**config.mk**
```make
export PLATFORM = sky130hd
export DESIGN_NAME = qte_mid_queue
export DESIGN_NICKNAME = d
export VERILOG_FILES = /design/src/hdl/qte_pkg.sv /design/src/hdl/qte_mid_queue.sv
export SDC_FILE = /design/constraint.sdc
export NUM_CORES = 1
export LEC_CHECK = 0
export ABC_AREA = 1
export BUFFER_PORTS_ARGS = -buffer_cell sky130_fd_sc_hd__buf_4
export CORE_UTILIZATION = 59
export DETAILED_ROUTE_END_ITERATION = 12
export MAX_ROUTING_LAYER = met4
export PLACE_DENSITY = 0.89
export REMOVE_ABC_BUFFERS = 1
export SETUP_SLACK_MARGIN = 0.4
export SLEW_MARGIN = 30
export SYNTH_ARGS = -nofsm -noshare
export SYNTH_HDL_FRONTEND = slang
export SYNTH_SLANG_ARGS = --single-unit
export TNS_END_PERCENT = 10
```
**constraint.sdc**
```tcl
create_clock -name clock -period 12.1 [get_ports clock]
set_input_delay 0.605 -clock clock [delete_from_list [all_inputs] [get_ports clock]]
set_output_delay 0.605 -clock clock [all_outputs]
set_load 0.05 [all_outputs]
```
**src/hdl/qte_pkg.sv**
```systemverilog
// shared types, constants and tables of the quaternion to euler converter
package qte_pkg;

   localparam int IN_W = 32;
   localparam int PROD_W = 37;
   localparam int SUM_W = 38;
   localparam int CW = 45;
   localparam int ZW = 33;
   localparam int ROLL_W = 32;
   localparam int PITCH_W = 31;

   localparam int CORDIC_ITERATIONS = 24;
   localparam int N_ITER = (CORDIC_ITERATIONS < 32) ? CORDIC_ITERATIONS : 32;
   localparam int NORM_STEPS = 6;
   localparam int NORM_BIT = 40;
   localparam int CORDIC_LAT = 1 + NORM_STEPS + N_ITER;
   localparam int SQRT_STEPS = 32;
   localparam int ROLL_DELAY = 1 + SQRT_STEPS;
   localparam int BACK_LAT = ROLL_DELAY + CORDIC_LAT;

   localparam int MID_DEPTH = 4;
   localparam int MID_AW = 2;
   localparam int MID_CW = 3;

   localparam logic signed [ZW-1:0] PI_Q29 = 33'sd1686629713;
   localparam logic signed [ZW-1:0] HALF_PI_Q29 = 33'sd843314857;
   localparam logic signed [SUM_W-1:0] ONE_Q32 = 38'sh01_0000_0000;

   typedef struct packed {
      logic signed [SUM_W-1:0] sinr;
      logic signed [SUM_W-1:0] cosr;
      logic signed [SUM_W-1:0] siny;
      logic signed [SUM_W-1:0] cosy;
      logic signed [SUM_W-1:0] sine;
      logic                    clamped;
      logic                    sine_zero;
   } mid_item_type;

   typedef struct packed {
      logic [MID_CW-1:0] count;
      logic              full;
      logic              empty;
   } mid_status_type;

   // atan(2^-i) in q3.29
   function automatic logic signed [ZW-1:0] atan_entry(input int idx);
      logic signed [ZW-1:0] v;
      case (idx)
         0: v = 33'sd421657428;
         1: v = 33'sd248918915;
         2: v = 33'sd131521918;
         3: v = 33'sd66762579;
         4: v = 33'sd33510843;
         5: v = 33'sd16771758;
         6: v = 33'sd8387925;
         7: v = 33'sd4194219;
         8: v = 33'sd2097141;
         9: v = 33'sd1048575;
         10: v = 33'sd524288;
         11: v = 33'sd262144;
         12: v = 33'sd131072;
         13: v = 33'sd65536;
         14: v = 33'sd32768;
         15: v = 33'sd16384;
         16: v = 33'sd8192;
         17: v = 33'sd4096;
         18: v = 33'sd2048;
         19: v = 33'sd1024;
         20: v = 33'sd512;
         21: v = 33'sd256;
         22: v = 33'sd128;
         23: v = 33'sd64;
         24: v = 33'sd32;
         25: v = 33'sd16;
         26: v = 33'sd8;
         27: v = 33'sd4;
         28: v = 33'sd2;
         29: v = 33'sd1;
         default: v = '0;
      endcase
      return v;
   endfunction

endpackage

```
**src/hdl/qte_mid_queue.sv**
```systemverilog
// short queue between front and back ends
module qte_mid_queue import qte_pkg::*; (
   input  logic           clock,
   input  logic           reset,
   input  logic           wr_en,
   input  mid_item_type   wr_data,
   input  logic           rd_en,
   output mid_item_type   rd_data,
   output mid_status_type status
);

   mid_item_type store_ff [MID_DEPTH];
   logic [MID_AW-1:0] wp_ff, rp_ff;
   logic [MID_CW-1:0] count_ff;

   always_ff @(posedge clock) begin
      if (reset) begin
         wp_ff <= '0;
         rp_ff <= '0;
         count_ff <= '0;
      end else begin
         if (wr_en) wp_ff <= wp_ff + 1'b1;
         if (rd_en) rp_ff <= rp_ff + 1'b1;
         count_ff <= count_ff + MID_CW'(wr_en) - MID_CW'(rd_en);
      end
   end

   always_ff @(posedge clock) begin
      if (wr_en) store_ff[wp_ff] <= wr_data;
   end

   assign rd_data = store_ff[rp_ff];
   assign status.count = count_ff;
   assign status.full = (count_ff == MID_CW'(MID_DEPTH));
   assign status.empty = (count_ff == '0);

endmodule

```
==> results.ini, run 1 <==
[setup_path]
cp.arrival_ns=3.58
reg2reg_slack_ns=9.52
r2r_cells=5
rr_endpoint=store_ff[2][50]$_DFFE_PP_
r2r-start=wp_ff[0]$_SDFFE_PP0P_
critPathCaptureType=output port
path_max_fanout=195
required_ns=11.49
worstSetupPathType=reg2out
crit_path_start_kind=flip-flop

[logic_synthesis]
ys_ff_latch=777
synth_edf_count=768
synthFlopType=edfxtp_1
synth.top_cell.area_share_pct=75.8
yosys_warnings=0
syn_area_um2=30400
syn_avg_cell_area_um2=13.2
async_reset_ff_share_pct=0
synth_area_leader_cell=edfxtp_1
syn_inst=2296
synthTopCellsByArea=edfxtp_1 76%, inv_1 4.9%, nand2_1 4.8%, o211ai_1 4.7%, a21oi_1 3.3%
yosysUniqueCellTypes=17
post-synth-top-count-cell=edfxtp_1
synth_common_cells=768 x edfxtp_1, 400 x inv_1, 392 x nand2_1
yosysSeqAreaShare_pct=76.4

[cts]
cts.clk_slew.worst_paths_ns=0.06
cts_made_buffers=74
postCtsResizedCells=0
cts-root-buf=clkbuf_16
cts_tree=done
clkSinkCount=777
postCtsSetupBuffers=0
cts-hold-fix-buffers=0
clk_path_buf_depth=3
clk_latency_ns=0.62
htree_levels=3

[global_route]
grt_max_degree=281
first_global_vias=18900
grt_pass1_wl_um=97600
overflow=0
groute.usage.overall_pct=24.8
antenna_found_initial=2

[final_layout]
syn_to_final_growth_pct=19.0
fin_util_pct=71.7
multi_input_area_um2=5000
register_area_um2=23200
fin_cells=3386
nets=2856
nFillCells=2905
drive_above_1_share_pct=19.2

[timing]
skew_ns=0.0203
setup_viol=0
fmax_mhz=239
whs_ns=0.183
fin_crit_ns=4.19
finalMaxSlewViolations=0
rsz0062_at_grt=false
timing.final.ws_setup_ns=7.91
fin_setup_tns_ns=0
worstMarginPinSlew_ns=1.03
slew_headroom_pct=31.3
fin_crit_sh_pct=34.6
finalHoldViolCount=0

[floorplanning]
die_area_um2=52500
ioPinCount=393
fp-row-count=82
die-width_um=229
start_util_pct=60.3
core_area_um2=50500
die_y_um=229

[placement]
dp.cells=3245
preCtsSetupSlack_ns=8.02
dp_hpwl_um=36100
place.gp.congestion=0.768
portBuffers=392

[drt]
totalWireLength_um=63800
wl_per_cell_um=18.8
drt_iter0_drc=1432
ant_nets=0
vias=18700
viasPerCell=5.51
drc=0
detail_route.first_pass.iterations=5

[worst_hold_path]
min_to=store_ff[1][61]$_DFFE_PP_
holdPathStages=1
hold_class=in2reg
min_from=wr_data[61]

[pwr]
ir_worst_vdd_mv=0.192
p_leak_nw=14.0
power_per_cell_area_nw_per_um2=174

[status]
status=complete, no violations

[job]
maxCapViolCount=0

-- state kept, by name, indices dropped and copies added, names as in the netlist, named ones only --
register and count:
store_ff 768, count_ff 3, rp_ff 2, wp_ff 2
-- critical path, cell delays in order (launching register included) --
cell and delay, ns:
dfxtp_4 0.55, buf_6 0.64, buf_12 0.38, buf_16 0.47, a21oi_1 0.19, o21ai_0 0.17, nand2_1 0.10, buf_4 0.20
-- cells by family after synthesis --
group,Yosys count,synth area share (%)
flops,777,76.4
fa+ha+maj,7,0.313
buf+inv,528,7.13
simple gates,398,4.92
compound gates,586,11.2
-- metal layers --
layer | global-route usage, % | wire length (um) | up-vias | share of wire [%]
met5 | - | 0 | - | 0
met4 | 10.1 | 2040 | 0 | 3.2
met3 | 6.35 | 5330 | 131 | 8.4
met2 | 42.1 | 33000 | 700 | 52
met1 | 28.0 | 23400 | 9109 | 37
li1 | - | - | 8729 | -
-- report_power, final --
group          switching, W  internal, W
combinational      0.000666     0.000247
clock              0.000950      0.00130
sequential        0.0000337      0.00308
total               0.00165      0.00463
-- layout by cell type (no fill, tap or decap) --
cell type,synthesis,layout
clkinvlp_4,0,3
o211ai_1,192,192
nand3_1,1,1
diode_2,0,4
bufinv_16,0,8
buf_4,13,400
buf_6,3,2
nand2_1,392,392
fa_1,1,1
clkinv_2,0,12
nor2_1,4,4
inv_8,0,4
inv_6,0,7
buf_16,0,3
clkinv_1,0,15
ha_1,6,6
nor3_1,1,1
clkbuf_16,0,74
buf_12,0,4
a21oi_1,198,198
inv_1,400,396
dfxtp_1,9,7
edfxtp_1,768,768
clkinv_8,0,1
o21ai_0,196,196
dfxtp_4,0,2
clkbuf_1,18,13
-- cell type report --
cell class	count	share of cell area (%)
Clock buffer	87	5.25
Sequential cell	777	64.3
Inverter	400	4.23
Multi-Input combinational cell	991	13.8
Tap cell	672	2.32
Clock inverter	46	1.26
Antenna cell	4	0.0277
Timing Repair Buffer	409	8.81
-- worst max path at each step --
stage / startpoint / slack, ns / end / cells past startpoint
floorplan: flip-flop / -2.06 / rd_data[0] / 2
global placement: flip-flop / 8.18 / rd_data[171] / 6
detailed placement: flip-flop / 8.02 / rd_data[176] / 6
CTS: flip-flop / 7.28 / rd_data[96] / 6
global route: flip-flop / 7.74 / rd_data[18] / 7
finish: flip-flop / 7.91 / rd_data[96] / 7
-- metrics by stage --
step	instance area, um^2	power, W
finish	36200	0.00628
CTS	36100	0.00630
global route	36200	0.00647
global placement	33700	0.00404
floorplan	29700	0.00382
detailed placement	33700	0.00407
Note: power is estimated with default switching activity, not from simulation.
==> run 2, diff against run 1 <==
--- a/config.mk
+++ b/config.mk
@@ -5,12 +5,12 @@
 export SDC_FILE = /design/constraint.sdc
 export NUM_CORES = 1
 export LEC_CHECK = 0
-export ABC_AREA = 1
+export ABC_AREA = 0
 export BUFFER_PORTS_ARGS = -buffer_cell sky130_fd_sc_hd__buf_4
-export CORE_UTILIZATION = 59
+export CORE_UTILIZATION = 57
 export DETAILED_ROUTE_END_ITERATION = 12
 export MAX_ROUTING_LAYER = met4
-export PLACE_DENSITY = 0.89
+export PLACE_DENSITY = 0.87
 export REMOVE_ABC_BUFFERS = 1
 export SETUP_SLACK_MARGIN = 0.4
 export SLEW_MARGIN = 30
==> constraint.sdc (replaced) <==
create_clock -name clock -period 4.4 [get_ports clock]
set_input_delay 0.22 -clock clock [delete_from_list [all_inputs] [get_ports clock]]
set_output_delay 0.22 -clock clock [all_outputs]
set_load 0.05 [all_outputs]
==> run 2 against run 1 <==
- clock power rose to 2.9 times the previous value
- via count fell by 24%
- first-iteration DRC count fell by 5.6%
- count of clock-buffer cells in the layout grew 7
- register-to-register slack lost 7.3 ns
- cell area up 0.59%
- critical path depth down 4
- power grew to 2.9 times the previous value
- non-clock buffer count is 203 higher
- flip-flop and latch count is the same
- cell count down 29%
- hold slack improved by 0.16 ns
- critical endpoint is now rd_data[178]
- largest power group unchanged
==> results.ini, run 2 <==
[job]
maxCapViolCount=0  ; unchanged

[logic_synthesis]
async_reset_ff_share_pct=0  ; unchanged
post-synth-top-count-cell=edfxtp_1
syn_inst=1045  ; -54%
synth_common_cells=768 x edfxtp_1, 192 x mux4_2, 20 x buf_12
syn_avg_cell_area_um2=27.1  ; +100%
yosysUniqueCellTypes=22  ; +5
synthFlopType=edfxtp_1
yosys_warnings=0  ; unchanged
ys_ff_latch=777  ; unchanged
synthTopCellsByArea=edfxtp_1 81%, mux4_2 15%, buf_12 1.4%, dfxtp_1 0.64%, buf_2 0.32%
synth.top_cell.area_share_pct=81.4  ; +5.5 points
syn_area_um2=28300  ; -6.8%
yosysSeqAreaShare_pct=82.0  ; +5.6 points
synth_area_leader_cell=edfxtp_1
synth_edf_count=768  ; unchanged

[cts]
cts.clk_slew.worst_paths_ns=0.06  ; about the same
clk_latency_ns=0.63  ; about the same
postCtsSetupBuffers=0  ; unchanged
cts_made_buffers=77  ; +4.1%
cts_tree=done
clk_path_buf_depth=3  ; unchanged
clkSinkCount=777  ; unchanged
htree_levels=3  ; unchanged
cts-root-buf=clkbuf_16

[setup_path]
reg2reg_slack_ns=2.21  ; -7.31 ns
crit_path_start_kind=flip-flop
cp.arrival_ns=2.84  ; -0.74 ns
critPathCaptureType=output port
cpPeakStageDelay_ns=0.94  ; +0.30 ns
crit_cells=3  ; -4
crit_chain=buf_4 > mux4_2 > buf_4
worst_path_max_delay_cell=dfxtp_4
required_ns=4.18  ; -7.31 ns
crit_end=rd_data[178]
worstSetupPathType=reg2out
path_max_fanout=39  ; -80%
worst-path-buf-inv=2  ; -2
r2r-start=wp_ff[0]$_SDFFE_PP0P_
cpMostUsedCell=buf_4
cp_top_family=flip-flops
rr_endpoint=store_ff[2][8]$_DFFE_PP_
r2r_cells=4  ; -1

[drt]
detail_route.first_pass.iterations=5  ; unchanged
wl_per_cell_um=27.6  ; +47%
totalWireLength_um=66800  ; +4.7%
viasPerCell=5.87  ; +6.4%
drt_iter0_drc=1352  ; -5.6%
drc=0  ; unchanged
ant_nets=0  ; unchanged
vias=14200  ; -24%

[floorplanning]
ioPinCount=393  ; unchanged
start_util_pct=57.9  ; -2.3 points
die_area_um2=50600  ; -3.5%
core_area_um2=49000  ; -3.0%
fp-row-count=81  ; -1.2%
die-width_um=225  ; -1.8%
die_y_um=225  ; -1.8%

[final_layout]
top_register=store_ff
drive_above_1_share_pct=41.5  ; +22 points
top_regs=store_ff (768), count_ff (3)
mostFrequentLayoutCell=edfxtp_1
final_cell_mix=768 x edfxtp_1, 404 x buf_4, 196 x dlygate4sd3_1
largest_reg_flops=768  ; unchanged
nets=1896  ; -34%
syn_to_final_growth_pct=28.4
fin_util_pct=74.4  ; +2.7 points

[timing]
setup_viol=0  ; unchanged
skew_ns=0.0156  ; -0.00465 ns
fin_setup_tns_ns=0  ; unchanged
rsz0062_at_grt=false
fin_crit_sh_pct=69.6
fmax_mhz=326
slew_headroom_pct=36.2  ; +4.9 points
worstMarginPinSlew_ns=0.957  ; -0.0733 ns
fin_crit_ns=3.06
finalMaxSlewViolations=0  ; unchanged
finalHoldViolCount=0  ; unchanged

[global_route]
grt_pass1_wl_um=96700  ; -0.95%
first_global_vias=15300  ; -19%
groute.usage.overall_pct=27.4  ; +2.6 points
overflow=0  ; unchanged
antenna_found_initial=2  ; unchanged
grt_max_degree=78  ; -72%

[placement]
dp_hpwl_um=33700  ; -6.6%
portBuffers=392  ; unchanged
place.gp.congestion=0.757  ; -1.4%

[pwr]
p_total_w=0.0180  ; +190%
p_leak_nw=12.4  ; -12%
power_per_cell_area_nw_per_um2=495  ; +190%
ir_worst_vdd_mv=0.509  ; +170%

[status]
status=complete, no violations

[worst_hold_path]
min_from=wr_data[20]
holdPathStages=2  ; +1
hold_class=in2reg

## run 2: cell types whose count changed in the layout (fill, tap and decap cells not counted), moves of 4 or more
| cell | delta |
|---|---|
| inv_8 | -4 |
| a21oi_1 | -197 |
| mux4_2 | +192 |
| clkbuf_1 | +4 |
| o211ai_1 | -192 |
| dlygate4sd3_1 | +196 |
| nand2_1 | -392 |
| buf_4 | +4 |
| inv_1 | -390 |
| clkinv_1 | -6 |
| inv_6 | -4 |
| and2_4 | +4 |
| buf_12 | +8 |
| o21ai_0 | -196 |
## run 2: worst min path at each step
| stage | slack, ns | endpoint |
|---|---|---|
| 2_1_floorplan | 0.29 | count_ff[0]$_SDFF_PP0_ |
| 3_3_place_gp | 0.42 | store_ff[0][68]$_DFFE_PP_ |
| 3_5_place_dp | 0.42 | store_ff[2][56]$_DFFE_PP_ |
| 4_1_cts | 0.31 | store_ff[0][96]$_DFFE_PP_ |
| 5_1_grt | 0.32 | store_ff[1][114]$_DFFE_PP_ |
| 6_report | 0.34 | store_ff[1][20]$_DFFE_PP_ |
## run 2: metal layers
layer | GRT usage [%] | vias up | wire length (um)
met3 | 6.30 | 137 | 5140
met2 | 47.0 | 770 | 36000
met5 | - | - | 0
met1 | 32.2 | 7456 | 23600
met4 | 8.95 | 0 | 2090
li1 | - | 5827 | -
## run 2: cell families after synthesis
family | count (synthesis) | share of synthesized area (%)
xor gates and xnor gates | 3 | 0.146
and+or+nand+nor | 14 | 0.265
DFF | 777 | 82.0
buffers and inverters | 49 | 1.92
adders and majority gates | 7 | 0.335
muxes | 193 | 15.3
AOI/OAI and AO/OA | 2 | 0.0530
## run 2: cell type report
class	instances	area [um^2]
sequential	777	23200
fill	2476	12600
timing repair buffer	612	5240
multi-input combinational	219	4570
clock buffer	94	1990
tap	664	831
clock inverter	44	488
inverter	6	22.5
antenna	3	7.51
## run 2: through the flow
step	std cells	worst slack, ns	cell area (um^2)	hold WS, ns
2_1_floorplan	1002	-4.75	27800	0.292
3_3_place_gp	2082	1.95	31900	0.418
3_5_place_dp	2082	1.91	31900	0.421
4_1_cts	2416	1.24	36400	0.305
5_1_grt	2418	1.12	36400	0.320
6_report	2419	1.34	36400	0.342
## run 2: power by group
group	internal, W	total (W)	switching (W)
clock	0.00373	0.00655	0.00283
combinational	0.00103	0.00280	0.00178
sequential	0.00851	0.00866	0.000145
## run 2: what timing repair did
item / in CTS / in global routing
hold buffers: 196 / 0
setup endpoints to repair: 0 / 0
gates resized for setup: 0 / 0
hold endpoints to repair: 777 / 0
==> run 3, diff against run 2 <==
--- a/config.mk
+++ b/config.mk
@@ -7,10 +7,10 @@
 export LEC_CHECK = 0
 export ABC_AREA = 0
 export BUFFER_PORTS_ARGS = -buffer_cell sky130_fd_sc_hd__buf_4
-export CORE_UTILIZATION = 57
+export CORE_UTILIZATION = 51
 export DETAILED_ROUTE_END_ITERATION = 12
 export MAX_ROUTING_LAYER = met4
-export PLACE_DENSITY = 0.87
+export PLACE_DENSITY = 0.83
 export REMOVE_ABC_BUFFERS = 1
 export SETUP_SLACK_MARGIN = 0.4
 export SLEW_MARGIN = 30
==> constraint.sdc (replaced) <==
create_clock -name clock -period 2.65 [get_ports clock]
set_input_delay 0.1325 -clock clock [delete_from_list [all_inputs] [get_ports clock]]
set_output_delay 0.1325 -clock clock [all_outputs]
set_load 0.05 [all_outputs]
==> run 3 against run 2 <==
- non-clock buffer count up 33
- combinational power rose by 81%
- cell area is 3.2% higher
- wire length is 0.46% lower
- highest routed layer unchanged
==> results.ini, run 3 (synthesis results as in run 2) <==
[setup_path]
required_ns=2.52  ; -1.66 ns
cpMostUsedCell=buf_12
path_max_fanout=5  ; -87%
worstSetupPathType=reg2out
r2r-start=wp_ff[0]$_SDFFE_PP0P_
critPathCaptureType=output port
r2r_cells=4  ; unchanged
reg2reg_slack_ns=0.83  ; -1.38 ns
cp.arrival_ns=2.22  ; -0.62 ns
rr_endpoint=store_ff[0][184]$_DFFE_PP_
crit_chain=buf_12 > buf_12 > buf_12 > buf_16 > mux4_2 > buf_8
worst_path_max_delay_cell=mux4_2
crit_path_start_kind=flip-flop
cpPeakStageDelay_ns=0.56  ; -0.38 ns

[timing]
fin_crit_sh_pct=89.0
slew_headroom_pct=55.2  ; +19 points
finalMaxSlewViolations=0  ; unchanged
finalHoldViolCount=0  ; unchanged
rsz0062_at_grt=true
setup_viol=0  ; unchanged
skew_ns=0.0256  ; +0.00996 ns
worstMarginPinSlew_ns=0.672  ; -0.286 ns
fmax_mhz=424
fin_crit_ns=2.36
timing.final.ws_setup_ns=0.293  ; -1.04 ns

[placement]
place.gp.congestion=0.758  ; +0.17%
preCtsSetupSlack_ns=0.775  ; -1.13 ns
portBuffers=392  ; unchanged
dp_hpwl_um=33900  ; +0.66%

[final_layout]
syn_to_final_growth_pct=32.5
drive_above_1_share_pct=42.5  ; +1.0 points
top_register=store_ff
top_regs=store_ff (768), count_ff (3)
largest_reg_flops=768  ; unchanged
nets=1930  ; +1.8%
final_cell_mix=768 x edfxtp_1, 344 x buf_4, 195 x dlygate4sd3_1
mostFrequentLayoutCell=edfxtp_1

[pwr]
power.share.clock_pct=35.9  ; -0.5 points
power_per_cell_area_nw_per_um2=805  ; +63%
p_leak_nw=12.8  ; +3.5%
p_comb_share_pct=16.8  ; +1.2 points
ir_worst_vdd_mv=0.723  ; +42%
p_int_w=0.0224  ; +69%
power_frac_seq_pct=47.3  ; -0.8 points
p_total_w=0.0302  ; +68%
switching_share_pct=25.9  ; -0.43 points
power.switching_w=0.00784  ; +65%

[drt]
ant_nets=0  ; unchanged
wl_per_cell_um=26.2  ; -5.1%
drc=0  ; unchanged
viasPerCell=5.54  ; -5.6%
detail_route.first_pass.iterations=5  ; unchanged
vias=14100  ; -0.94%
totalWireLength_um=66500  ; -0.46%
drt_iter0_drc=922  ; -32%

[cts]
clk_latency_ns=0.62  ; about the same
cts-root-buf=clkbuf_16
cts.clk_slew.worst_paths_ns=0.06  ; about the same
htree_levels=3  ; unchanged
cts_tree=done
clkSinkCount=777  ; unchanged
clk_path_buf_depth=3  ; unchanged
cts_made_buffers=78  ; +1.3%

[floorplanning]
core_area_um2=55000  ; +12%
die_y_um=238  ; +5.7%
die-width_um=238  ; +5.7%
start_util_pct=51.6  ; -6.4 points
die_area_um2=56500  ; +12%
fp-row-count=86  ; +6.2%
ioPinCount=393  ; unchanged

[global_route]
overflow=0  ; unchanged
first_global_vias=15300  ; -0.51%
grt_max_degree=106  ; +36%
antenna_found_initial=5  ; +3
groute.usage.overall_pct=24.0  ; -3.5 points
grt_pass1_wl_um=95500  ; -1.2%

[job]
maxCapViolCount=0  ; unchanged

[worst_hold_path]
min_from=wr_data[165]
min_to=store_ff[2][165]$_DFFE_PP_
hold_class=in2reg
holdPathStages=2  ; unchanged

[status]
status=complete, no violations

run 3: cell count changes in the layout (fill, tap and decap cells not counted), sizes merged:
cell / before / now
bufbuf: 0 / 1
clkbuf: 94 / 101
dlygate4sd3: 196 / 195
clkinvlp: 6 / 4
inv: 11 / 9
buf: 416 / 445
bufinv: 8 / 7
clkinv: 25 / 27
diode: 3 / 5
run 3: per-stage QoR:
stage	util, %	cells	hold slack, ns	TNS (ns)	area, um^2
after floorplan	-	1002	0.204	-3403.61	27800
after global placement	58.6	2175	0.331	0	32200
after detailed placement	58.6	2175	0.334	0	32200
after CTS	68.0	2529	0.226	0	37400
after global routing	68.3	2538	0.251	0	37500
final	68.3	2538	0.267	0	37500
run 3: what timing repair did:
item,in CTS,in global routing
pin swaps,0,0
hold buffers,195,0
hold endpoints to repair,777,0
gates resized for setup,88,8
setup endpoints to repair,179,190
setup buffers,13,0
cloned,8,4
run 3: worst max path at each step:
stage | startpoint | to | slack, ns | cells past startpoint
floorplan | flip-flop | rd_data[0] | -6.42 | 1
global placement | wp_ff[0]$_SDFFE_PP0P_ | store_ff[3][7]$_DFFE_PP_ | 0.81 | 3
detailed placement | wp_ff[0]$_SDFFE_PP0P_ | store_ff[3][89]$_DFFE_PP_ | 0.78 | 3
CTS | flip-flop | rd_data[52] | 0.30 | 6
global route | flip-flop | rd_data[46] | 0.23 | 6
finish | flip-flop | rd_data[46] | 0.29 | 6
run 3: layer usage:
layer	up-vias	global-route usage, %	part of all wire, %
met4	0	10.2	3.8
met2	664	40.1	53
met5	-	-	0
li1	5919	-	-
met1	7334	27.9	36
met3	140	5.52	7.3
run 3: power groups by stage:
stage | logic [W] | registers (W) | clock network, W
2_1_floorplan | 0.00279 | 0.0148 | 0
4_1_cts | 0.00500 | 0.0143 | 0.0109
3_3_place_gp | 0.00436 | 0.0145 | 0
3_5_place_dp | 0.00441 | 0.0145 | 0
5_1_grt | 0.00525 | 0.0143 | 0.0115
6_report | 0.00507 | 0.0143 | 0.0108
run 3: layout make-up:
cell class                      count  area (um^2)
Tap cell                          748          936
Multi-Input combinational cell    219         4570
Timing Repair Buffer              645         6260
Antenna cell                        5         12.5
Fill cell                        3116        17400
Sequential cell                   777        23200
Inverter                            6         22.5
Clock inverter                     41          433
Clock buffer                       97         2070
run 3: critical path, delay by kind of cell, from the launching register on:
kind	cells	cell delay [ns]
flip-flops	1	0.38
buffers and inverters	5	0.68
multiplexers	1	0.56
